===== src/hw/rtl/sfd_pkg.sv =====
package sfd_pkg;

   // fixed flat limit used for screen-up calibration, 0.7 g in Q4.12
   localparam logic [15:0] FLAT_CAL_LIMIT = 16'd2867;

   localparam int DIFF_W = 17;
   localparam int DSQ_W  = 34;
   localparam int TSQ_W  = 30;

   typedef enum logic [2:0] {
      CSR_SHAKE_THRESHOLD      = 3'd0,
      CSR_DOMINANT_Z_THRESHOLD = 3'd1,
      CSR_FLAT_AXIS_THRESHOLD  = 3'd2,
      CSR_WAKE_Z_THRESHOLD     = 3'd3,
      CSR_SHAKE_COOLDOWN_MS    = 3'd4,
      CSR_DIZZY_DURATION_MS    = 3'd5,
      CSR_FACE_DOWN_HOLD_MS    = 3'd6,
      CSR_FACE_UP_HOLD_MS      = 3'd7
   } csr_index_type;

   typedef struct packed {
      logic signed [15:0] accel_x;
      logic signed [15:0] accel_y;
      logic signed [15:0] accel_z;
      logic [31:0]        now_ms;
      logic               external_wake;
   } req_type;

   typedef struct packed {
      logic        shake_detected;
      logic [31:0] dizzy_until_ms;
      logic        face_down_sleep;
      logic        sleep_entered;
      logic        sleep_cleared;
      logic        interaction;
      logic        calibrated;
      logic        screen_up_negative;
   } rsp_type;

   typedef struct packed {
      logic [14:0] shake_threshold;
      logic [14:0] dominant_z_threshold;
      logic [14:0] flat_axis_threshold;
      logic [14:0] wake_z_threshold;
      logic [15:0] shake_cooldown_ms;
      logic [15:0] dizzy_duration_ms;
      logic [15:0] face_down_hold_ms;
      logic [15:0] face_up_hold_ms;
   } cfg_type;

   localparam cfg_type CFG_RESET = '{
      shake_threshold:      15'd4301,
      dominant_z_threshold: 15'd3195,
      flat_axis_threshold:  15'd1720,
      wake_z_threshold:     15'd1843,
      shake_cooldown_ms:    16'd1800,
      dizzy_duration_ms:    16'd2200,
      face_down_hold_ms:    16'd450,
      face_up_hold_ms:      16'd180
   };

   // sample as seen by the state update stage
   typedef struct packed {
      logic signed [15:0] accel_z;
      logic [15:0]        mag_x;
      logic [15:0]        mag_y;
      logic [15:0]        mag_z;
      logic [31:0]        now_ms;
      logic               external_wake;
      logic               big_change;
   } motion_type;

   // magnitude of a 16-bit value, -32768 gives 32768
   function automatic logic [15:0] mag16(input logic signed [15:0] v);
      mag16 = v[15] ? (~v + 16'd1) : v;
   endfunction

endpackage


===== src/hw/rtl/sfd_delta.sv =====
module sfd_delta
   import sfd_pkg::*;
(
   input  logic        clock,
   input  logic        reset,
   input  logic        in_valid,
   output logic        in_ready,
   input  req_type     in_data,
   input  logic [14:0] shake_threshold,
   output logic        out_valid,
   input  logic        out_ready,
   output motion_type  out_data
);

   logic                     s1_valid_ff, s1_valid_in;
   logic signed [15:0]       s1_z_ff;
   logic [31:0]              s1_now_ff;
   logic                     s1_wake_ff;
   logic signed [DIFF_W-1:0] s1_dx_ff, s1_dy_ff, s1_dz_ff;
   logic                     s1_pv_ff;
   logic [15:0]              s1_mx_ff, s1_my_ff, s1_mz_ff;

   logic signed [15:0]       prev_x_ff, prev_y_ff, prev_z_ff;
   logic                     prev_valid_ff;
   logic [TSQ_W-1:0]         tsq_ff;

   logic                     in_take;
   logic signed [DIFF_W-1:0] dx_in, dy_in, dz_in;
   logic [31:0]              sq_x, sq_y, sq_z;
   logic [DSQ_W-1:0]         dsq;

   assign in_ready    = !s1_valid_ff || out_ready;
   assign in_take     = in_valid && in_ready;
   assign s1_valid_in = in_take || (s1_valid_ff && !out_ready);

   // difference against the previous accepted transaction
   assign dx_in = {in_data.accel_x[15], in_data.accel_x} - {prev_x_ff[15], prev_x_ff};
   assign dy_in = {in_data.accel_y[15], in_data.accel_y} - {prev_y_ff[15], prev_y_ff};
   assign dz_in = {in_data.accel_z[15], in_data.accel_z} - {prev_z_ff[15], prev_z_ff};

   // each square is below 2^32
   assign sq_x = s1_dx_ff * s1_dx_ff;
   assign sq_y = s1_dy_ff * s1_dy_ff;
   assign sq_z = s1_dz_ff * s1_dz_ff;
   assign dsq  = {2'b00, sq_x} + {2'b00, sq_y} + {2'b00, sq_z};

   always_ff @(posedge clock) begin
      if (reset) begin
         s1_valid_ff   <= 1'b0;
         prev_valid_ff <= 1'b0;
      end else begin
         s1_valid_ff <= s1_valid_in;
         if (in_take) begin
            prev_valid_ff <= 1'b1;
         end
      end
   end

   always_ff @(posedge clock) begin
      tsq_ff <= shake_threshold * shake_threshold;
      if (in_take) begin
         prev_x_ff  <= in_data.accel_x;
         prev_y_ff  <= in_data.accel_y;
         prev_z_ff  <= in_data.accel_z;
         s1_z_ff    <= in_data.accel_z;
         s1_now_ff  <= in_data.now_ms;
         s1_wake_ff <= in_data.external_wake;
         s1_dx_ff   <= dx_in;
         s1_dy_ff   <= dy_in;
         s1_dz_ff   <= dz_in;
         s1_pv_ff   <= prev_valid_ff;
         s1_mx_ff   <= mag16(in_data.accel_x);
         s1_my_ff   <= mag16(in_data.accel_y);
         s1_mz_ff   <= mag16(in_data.accel_z);
      end
   end

   assign out_valid              = s1_valid_ff;
   assign out_data.accel_z       = s1_z_ff;
   assign out_data.mag_x         = s1_mx_ff;
   assign out_data.mag_y         = s1_my_ff;
   assign out_data.mag_z         = s1_mz_ff;
   assign out_data.now_ms        = s1_now_ff;
   assign out_data.external_wake = s1_wake_ff;
   assign out_data.big_change    = s1_pv_ff &&
                                   (dsq >= {{(DSQ_W-TSQ_W){1'b0}}, tsq_ff});

endmodule


===== src/hw/rtl/shake_and_face_down_detector_top.sv =====
// channel   ports                          payload    transaction when
// request   req_valid req_stall req_data   req_type   req_valid && !req_stall
// response  rsp_valid rsp_stall rsp_data   rsp_type   rsp_valid && !rsp_stall
// config    csr_wr_en csr_addr csr_wdata   16 bits    csr_wr_en
//
// one transaction per cycle sustained while rsp_stall is low; a request goes
// into the input register holding the differences, then square sum, threshold
// compare and state update are combinational into the result register.
// reset is synchronous and restores the default thresholds and clears state.
// while rsp_stall holds a result, an empty input register keeps taking
// transactions; req_stall rises only once both stages are full.
module shake_and_face_down_detector_top
   import sfd_pkg::*;
(
   input  logic        clock,
   input  logic        reset,
   input  logic        req_valid,
   output logic        req_stall,
   input  req_type     req_data,
   output logic        rsp_valid,
   input  logic        rsp_stall,
   output rsp_type     rsp_data,
   input  logic        csr_wr_en,
   input  logic [2:0]  csr_addr,
   input  logic [15:0] csr_wdata
);

   cfg_type     cfg_ff;
   logic        mo_valid, mo_ready, req_ready, st_take;
   motion_type  mo;

   logic        cal_ff, cal_in;
   logic        neg_ff, neg_in;
   logic        sleep_ff, sleep_in;
   logic [31:0] last_shake_ff, last_shake_in;
   logic [31:0] dizzy_ff, dizzy_in;
   logic [31:0] down_cand_ff, down_cand_in;
   logic [31:0] up_cand_ff, up_cand_in;

   logic        rsp_valid_ff, rsp_valid_in;
   rsp_type     rsp_data_ff, rsp_data_in;

   logic               sleep_w;
   logic               flat_now, down_now, up_now, shake;
   logic               entered, cleared;
   logic signed [16:0] z17, dzt17, wzt17;
   logic [31:0]        since_shake, since_down, since_up;

   always_ff @(posedge clock) begin
      if (reset) begin
         cfg_ff <= CFG_RESET;
      end else if (csr_wr_en) begin
         case (csr_index_type'(csr_addr))
            CSR_SHAKE_THRESHOLD:      cfg_ff.shake_threshold      <= csr_wdata[14:0];
            CSR_DOMINANT_Z_THRESHOLD: cfg_ff.dominant_z_threshold <= csr_wdata[14:0];
            CSR_FLAT_AXIS_THRESHOLD:  cfg_ff.flat_axis_threshold  <= csr_wdata[14:0];
            CSR_WAKE_Z_THRESHOLD:     cfg_ff.wake_z_threshold     <= csr_wdata[14:0];
            CSR_SHAKE_COOLDOWN_MS:    cfg_ff.shake_cooldown_ms    <= csr_wdata;
            CSR_DIZZY_DURATION_MS:    cfg_ff.dizzy_duration_ms    <= csr_wdata;
            CSR_FACE_DOWN_HOLD_MS:    cfg_ff.face_down_hold_ms    <= csr_wdata;
            CSR_FACE_UP_HOLD_MS:      cfg_ff.face_up_hold_ms      <= csr_wdata;
            default: ;
         endcase
      end
   end

   sfd_delta u_delta (
      .clock           (clock),
      .reset           (reset),
      .in_valid        (req_valid),
      .in_ready        (req_ready),
      .in_data         (req_data),
      .shake_threshold (cfg_ff.shake_threshold),
      .out_valid       (mo_valid),
      .out_ready       (mo_ready),
      .out_data        (mo)
   );

   assign req_stall    = !req_ready;
   assign mo_ready     = !rsp_valid_ff || !rsp_stall;
   assign st_take      = mo_valid && mo_ready;
   assign rsp_valid_in = st_take || (rsp_valid_ff && rsp_stall);

   assign z17   = {mo.accel_z[15], mo.accel_z};
   assign dzt17 = {2'b00, cfg_ff.dominant_z_threshold};
   assign wzt17 = {2'b00, cfg_ff.wake_z_threshold};

   assign since_shake = mo.now_ms - last_shake_ff;
   assign since_down  = mo.now_ms - down_cand_ff;
   assign since_up    = mo.now_ms - up_cand_ff;

   assign sleep_w  = sleep_ff && !mo.external_wake;
   assign flat_now = (mo.mag_z >= {1'b0, cfg_ff.dominant_z_threshold}) &&
                     (mo.mag_x <= FLAT_CAL_LIMIT) && (mo.mag_y <= FLAT_CAL_LIMIT);
   assign shake    = mo.big_change && !sleep_w &&
                     (since_shake >= {16'd0, cfg_ff.shake_cooldown_ms});

   // orientation is judged with the sign fixed by this transaction, if any
   always_comb begin
      cal_in = cal_ff;
      neg_in = neg_ff;
      if (!cal_ff && flat_now) begin
         cal_in = 1'b1;
         neg_in = mo.accel_z[15];
      end
      if (neg_in) begin
         down_now = z17 >= dzt17;
         up_now   = z17 <= wzt17;
      end else begin
         down_now = z17 <= -dzt17;
         up_now   = z17 >= -wzt17;
      end
      down_now = down_now && (mo.mag_x <= {1'b0, cfg_ff.flat_axis_threshold}) &&
                 (mo.mag_y <= {1'b0, cfg_ff.flat_axis_threshold});
   end

   always_comb begin
      sleep_in      = sleep_w;
      dizzy_in      = mo.external_wake ? 32'd0 : dizzy_ff;
      last_shake_in = last_shake_ff;
      down_cand_in  = down_cand_ff;
      up_cand_in    = up_cand_ff;
      entered       = 1'b0;
      cleared       = 1'b0;
      if (shake) begin
         last_shake_in = mo.now_ms;
         dizzy_in      = mo.now_ms + {16'd0, cfg_ff.dizzy_duration_ms};
      end
      if (cal_in) begin
         if (!sleep_w) begin
            if (down_now) begin
               if (down_cand_ff == 32'd0) begin
                  down_cand_in = mo.now_ms;
               end else if (since_down >= {16'd0, cfg_ff.face_down_hold_ms}) begin
                  sleep_in     = 1'b1;
                  dizzy_in     = 32'd0;
                  down_cand_in = 32'd0;
                  up_cand_in   = 32'd0;
                  entered      = 1'b1;
               end
            end else begin
               down_cand_in = 32'd0;
            end
         end else if (up_now) begin
            if (up_cand_ff == 32'd0) begin
               up_cand_in = mo.now_ms;
            end else if (since_up >= {16'd0, cfg_ff.face_up_hold_ms}) begin
               sleep_in     = 1'b0;
               up_cand_in   = 32'd0;
               down_cand_in = 32'd0;
               cleared      = 1'b1;
            end
         end else begin
            up_cand_in = 32'd0;
         end
      end
   end

   always_comb begin
      rsp_data_in.shake_detected     = shake;
      rsp_data_in.dizzy_until_ms     = dizzy_in;
      rsp_data_in.face_down_sleep    = sleep_in;
      rsp_data_in.sleep_entered      = entered;
      rsp_data_in.sleep_cleared      = cleared;
      rsp_data_in.interaction        = shake || cleared;
      rsp_data_in.calibrated         = cal_in;
      rsp_data_in.screen_up_negative = neg_in;
   end

   always_ff @(posedge clock) begin
      if (reset) begin
         cal_ff        <= 1'b0;
         neg_ff        <= 1'b0;
         sleep_ff      <= 1'b0;
         last_shake_ff <= 32'd0;
         dizzy_ff      <= 32'd0;
         down_cand_ff  <= 32'd0;
         up_cand_ff    <= 32'd0;
         rsp_valid_ff  <= 1'b0;
      end else begin
         rsp_valid_ff <= rsp_valid_in;
         if (st_take) begin
            cal_ff        <= cal_in;
            neg_ff        <= neg_in;
            sleep_ff      <= sleep_in;
            last_shake_ff <= last_shake_in;
            dizzy_ff      <= dizzy_in;
            down_cand_ff  <= down_cand_in;
            up_cand_ff    <= up_cand_in;
         end
      end
   end

   always_ff @(posedge clock) begin
      if (st_take) begin
         rsp_data_ff <= rsp_data_in;
      end
   end

   assign rsp_valid = rsp_valid_ff;
   assign rsp_data  = rsp_data_ff;

   a_no_stall_when_empty: assert property (@(posedge clock) disable iff (reset)
      !rsp_valid_ff |-> !req_stall)
      else $error("request stalled with an empty result register");

   a_cal_sticky: assert property (@(posedge clock) disable iff (reset)
      cal_ff |=> cal_ff)
      else $error("calibration lost without reset");

   a_enter_clears_dizzy: assert property (@(posedge clock) disable iff (reset)
      rsp_valid_ff && rsp_data_ff.sleep_entered |->
         rsp_data_ff.face_down_sleep && (rsp_data_ff.dizzy_until_ms == 32'd0))
      else $error("sleep entry left dizzy deadline or sleep flag wrong");

   a_sleep_edges_exclusive: assert property (@(posedge clock) disable iff (reset)
      rsp_valid_ff |-> !(rsp_data_ff.sleep_entered && rsp_data_ff.sleep_cleared) &&
         !(rsp_data_ff.shake_detected && rsp_data_ff.sleep_cleared))
      else $error("conflicting sleep and shake flags");

   a_state_moves_with_result: assert property (@(posedge clock) disable iff (reset)
      !st_take |=> $stable(sleep_ff) && $stable(dizzy_ff) && $stable(last_shake_ff))
      else $error("detector state changed without a transaction");

endmodule

===== config.mk =====
export PLATFORM = sky130hd
export DESIGN_NAME = shake_and_face_down_detector_top
export DESIGN_NICKNAME = d
export VERILOG_FILES = /design/src/hw/rtl/sfd_pkg.sv /design/src/hw/rtl/sfd_delta.sv /design/src/hw/rtl/shake_and_face_down_detector_top.sv
export SDC_FILE = /design/constraint.sdc
export NUM_CORES = 2
export LEC_CHECK = 0
export BUFFER_PORTS_ARGS = -buffer_cell sky130_fd_sc_hd__buf_2
export CAP_MARGIN = 25
export CORE_UTILIZATION = 55
export DETAILED_ROUTE_END_ITERATION = 10
export PLACE_DENSITY = 0.71
export SETUP_SLACK_MARGIN = 0.05
export SLEW_MARGIN = 30
export SYNTH_ARGS = -nofsm -noshare
export SYNTH_HDL_FRONTEND = slang
export SYNTH_HIERARCHICAL = 1
export SYNTH_SLANG_ARGS = --single-unit

===== constraint.sdc =====
create_clock -name clock -period 19.69 [get_ports clock]
set_clock_uncertainty 0.1 [all_clocks]
set_input_delay 1.969 -clock clock [delete_from_list [all_inputs] [get_ports clock]]
set_output_delay 1.969 -clock clock [all_outputs]
set_load 0.03 [all_outputs]

# Word-level counts from Yosys, hierarchy flattened
# Index checks and enable logic that the tools add are counted.
dict set report word_totals {
  input_bits 105
  reg_bits 508
  output_inout_bits 41
}
dict set report classes {
  eq_ne 13
  n_addsub 14
  bitwise_logic 4
  multipliers 4
  n_mux 39
  n_lt_le_gt_ge 13
  n_reduce_logical 43
}
# op count
set ops {}
lappend ops {{$mux 32} 19}
lappend ops {{$ge 32x16->1} 3}
lappend ops {{$mul 17x17->32} 3}
lappend ops {{$sub 32x32->32} 3}
lappend ops {{$logic_not 32->1} 2}
lappend ops {{$sub 16x16->17} 3}
lappend ops {{$add 16x1->16 const B} 3}
lappend ops {{$not 16->16} 3}
lappend ops {{$mux 15} 3}
lappend ops {{$add 34x32->34} 1}
lappend ops {{$ge 34x30->1} 1}
lappend ops {{$neg 15->17} 2}
lappend ops {{$add 32x32->33} 1}
lappend ops {{$add 32x16->32} 1}
lappend ops {{$le 16x12->1 const B} 2}
lappend ops {{$le 16x15->1} 2}
lappend ops {{$mul 15x15->30} 1}
lappend ops {{$reduce_and 2->1} 9}
lappend ops {{$ge 16x17->1} 1}
lappend ops {{$le 16x17->1} 1}
lappend ops {{$mux 1} 17}
lappend ops {{$ge 16x15->1} 1}
lappend ops {{$ge 16x16->1} 1}
lappend ops {{$le 16x16->1} 1}
lappend ops {{14 further kinds} 46}

# Longest topological paths before layout
dict set report logic_depth {
  ltp_word 13
  depth_mapped 51
}

# Cells and area by module
# Netlist, hierarchy kept.
# module instances area_each_um2 seq_area_each_um2 cells_per_inst
set by_module_without_submodules {}
lappend by_module_without_submodules {sfd_delta 1 46006.6 5965.7 4699}
lappend by_module_without_submodules {shake_and_face_down_detector_top 1 21499.4 6296.0 2701}

# Worst setup path before layout
# Ideal clock, no wire load.
dict set report synth_path {
  path_type {register to register}
  from {register u_delta.s1_dy_ff[5]}
  to {register rsp_data_ff (netlist bit rsp_data[34]) (data pin)}
  required_time_ns 19.324
  stages_incl_launch_ff 48
  setup_time_ns 0.266
  path_buffers 4
  synth_period_minus_slack_ns 10.658
  path_slack_ns 9.032
  arrival_ns 10.292
  cell_sequence {edfxtp_1 > clkbuf_1 > clkbuf_1 > nand2_1 > fa_1 > inv_1 > fa_1 > inv_1 > fa_1 > inv_1 > fa_1 > fa_1 > inv_1 > fa_1 > inv_1 > ha_1 > a2111oi_0 > nand2_1 > (+12 left out) > a211o_1 > a31oi_1 > o21ai_1 > o21a_1 > nor2_1 > xnor2_1 > ha_1 > and4_1 > a21oi_1 > nand3_1 > a31o_2 > o41a_1 > nand2_1 > nor2_4 > buf_6 > buf_2 > a22oi_1 > nor2_1}
}
# item line
set synth_rtl {}
lappend synth_rtl {{start, declared} sfd_delta.sv:19} ;# logic signed [DIFF_W-1:0] s1_dx_ff, s1_dy_ff, s1_dz_ff;
lappend synth_rtl {{start signal, assigned} sfd_delta.sv:69} ;# s1_dy_ff <= dy_in;
lappend synth_rtl {{end signal, assigned} shake_and_face_down_detector_top.sv:196} ;# rsp_data_ff <= rsp_data_in;
lappend synth_rtl {{end, declared} shake_and_face_down_detector_top.sv:41} ;# rsp_type rsp_data_ff, rsp_data_in;

==> impl_metrics.ini <==
[run_status]
outcome = complete, no violations

[grt]
grt_max_degree = 78
first_global_vias = 52924
overflow = 0
grtUsageTotal = 0.283
grt_pass1_wl_um = 280000
number_of_antenna_violations_at_the_first_check_in_global_routing = 21

[clock_tree]
clk_latency_ns = 0.67
cts_setup_buffers = 0
cts-htree-levels = 2
cts_inserted_buffers = 56
tritoncts = yes
cts_root_buf = clkbuf_16
clk_pin_slew_ns = 0.06
post_cts_hold_buffer_count = 0
cts_repair_resize_count = 0
cts-root-to-sink-buffers = 3
clock-sinks = 504

[timing]
setup_violations = 0
final_hold_viol_count = 0
rsz_0062_raised_after_global_routing = false
tns_ns = 0
min_period_ns = 12.54
worst_slew_pin_slew_ns = 1.10
max_transition_margin = 0.258
maxClockFrequency_mhz = 79.8
timing.final.crit_share = 0.637
slew_viol_final = 0

[finish]
design_area_final_um2 = 71600
nFillCells = 10643
syn2layout_area_growth_pct = 6.00
num-nets-final = 9187
layout.cells.most_common = inv_1
share_of_post_route_cells_with_drive_strength_above_1 = 0.0474
layout.cells.most_common_list = inv_1 (1,522), fa_1 (951), nand2_1 (743)

[yosys]
netlist_instances = 7400
synth_flop_cell = dfxtp_1
syn-mean-instance-area_um2 = 9.12
syn_area_um2 = 67500
synth-edff-count = 217
total_of_flip_flops_plus_latches_after_synthesis = 504
async_reset_ff_frac = 0
yosysWarningCount = 6
synth_fp_nets = 9169
synth_cell_types = 107
seq_area_frac_synth = 0.182

[critical_path]
timing.critical_path.mode_cell = fa_1
critPathRequiredTime_ns = 20.00
critical-path-slowest-cell = edfxtp_1
end_kind = register
slowest_delay_ns = 0.79
critical_path_arrival_ns = 12.85
timing.critical_path.from_type = register
critPathKind = register to register
critPathMaxFanout = 37

[floorplan]
core.rowCount = 128
fp.dieArea_um2 = 124000
die_height_um = 352
num_io_pins = 146
die_x_um = 352
start_util = 0.555
floorplan.core_area_um2 = 122000

[detailed_routing]
vias_per_cell = 5.58
drc_errors_left = 0
vias = 50763
drt_first_iter_violations = 3201
ant_nets = 0
drt-pass1-iter-count = 8
drt_wl_total_um = 172000
avgRoutedWirePerCell_um = 18.8

[job]
maxCapViolations = 0

[place]
hpwl_um = 139000
routabilityCongestion = 0.962
numPortBuffers = 145
placement.cell_area_um2 = 69600

[min_path]
min_path_type = register to register
## metal layers
layer	global-route usage	routed length, µm	up-vias
met3	0.0297	8950	350
met5	0	28	-
met2	0.481	83300	1413
met4	0.129	8360	6
met1	0.364	70900	25022
li1	-	-	23972
## path summary, 6_finish.rpt
kind / startpoint / to / slack, ns / cells after the start
max: u_delta/s1_dy_ff[5]$_DFFE_PP_ / rsp_data[14]$_DFFE_PP_ / 7.15 / 44
min: u_delta/prev_valid_ff$_SDFFE_PP0P_ / u_delta/s1_pv_ff$_DFFE_PP_ / 0.33 / 0
max reg2reg: u_delta/s1_dy_ff[5]$_DFFE_PP_ / rsp_data[14]$_DFFE_PP_ / 7.15 / 44
min reg2reg: u_delta/prev_valid_ff$_SDFFE_PP0P_ / u_delta/s1_pv_ff$_DFFE_PP_ / 0.33 / 0
## state kept, by name (all words and copies together) (netlist names), 17 cells and up
signal	cells
cfg_ff	124
dizzy_ff	32
down_cand_ff	32
last_shake_ff	32
rsp_data	39
u_delta/s1_dx_ff	17
u_delta/s1_dy_ff	17
u_delta/s1_dz_ff	17
u_delta/s1_now_ff	32
u_delta/tsq_ff	29
up_cand_ff	32
## synth_stat cells, types with 66 or more instances
cell type | count | area share
inv_1 | 1524 | 0.085
fa_1 | 951 | 0.28
nand2_1 | 743 | 0.041
ha_1 | 713 | 0.13
a21oi_1 | 419 | 0.031
nor2_1 | 329 | 0.018
dfxtp_1 | 287 | 0.085
xnor2_1 | 272 | 0.035
and2_1 | 261 | 0.024
edfxtp_1 | 217 | 0.097
o21ai_0 | 167 | 0.012
clkbuf_1 | 165 | 0.0092
a21o_1 | 125 | 0.014
xor2_1 | 109 | 0.014
nand3_1 | 100 | 0.0074
a22o_1 | 90 | 0.012
nor3_1 | 75 | 0.0056
nor2b_1 | 66 | 0.0061
## critical path, delay by kind of cell, from the launching register on
kind | cells | cell delay (ns)
flip-flops | 1 | 0.79
adder cells (fa/ha/maj) | 10 | 4.48
XOR/XNOR | 2 | 0.47
buffers and inverters | 6 | 0.35
AO/OA/AOI/OAI | 16 | 3.79
AND/OR/NAND/NOR | 10 | 2.25
## layout make-up
type	count	area, µm²	share of cell area
antenna	13	32.5	0.000455
tap	1625	2030	0.0284
sequential	504	12300	0.171
inverter	1525	5720	0.0800
multi-input combinational	5156	48600	0.680
clock buffer	78	1640	0.0229
timing repair buffer	175	957	0.0134
clock inverter	27	277	0.00386
## per-stage QoR
step,hold WS [ns],setup slack (ns),util,instances
6_report,0.333,7.15,0.588,9103
5_1_grt,0.342,6.53,0.588,9101
4_1_cts,0.330,7.36,0.588,9090
3_5_place_dp,0.316,7.44,0.572,8985
3_3_place_gp,0.329,7.70,0.572,8985
2_1_floorplan,0.293,9.03,-,7400
## logic make-up (layout without fill, tap and decap cells)
group	count (synthesis)	after routing	share of synthesized area
flops	504	504	0.182
buf+inv	1740	1805	0.0984
xor+xnor	381	381	0.0494
compound gates	1240	1240	0.123
simple gates	1857	1857	0.131
mux	14	14	0.00213
fa+ha+maj	1664	1664	0.414
other cells	0	13	0
Power is left out: the tool's default activity adds up to more than one toggle a clock period on the data nets, which glitch-free logic cannot reach.
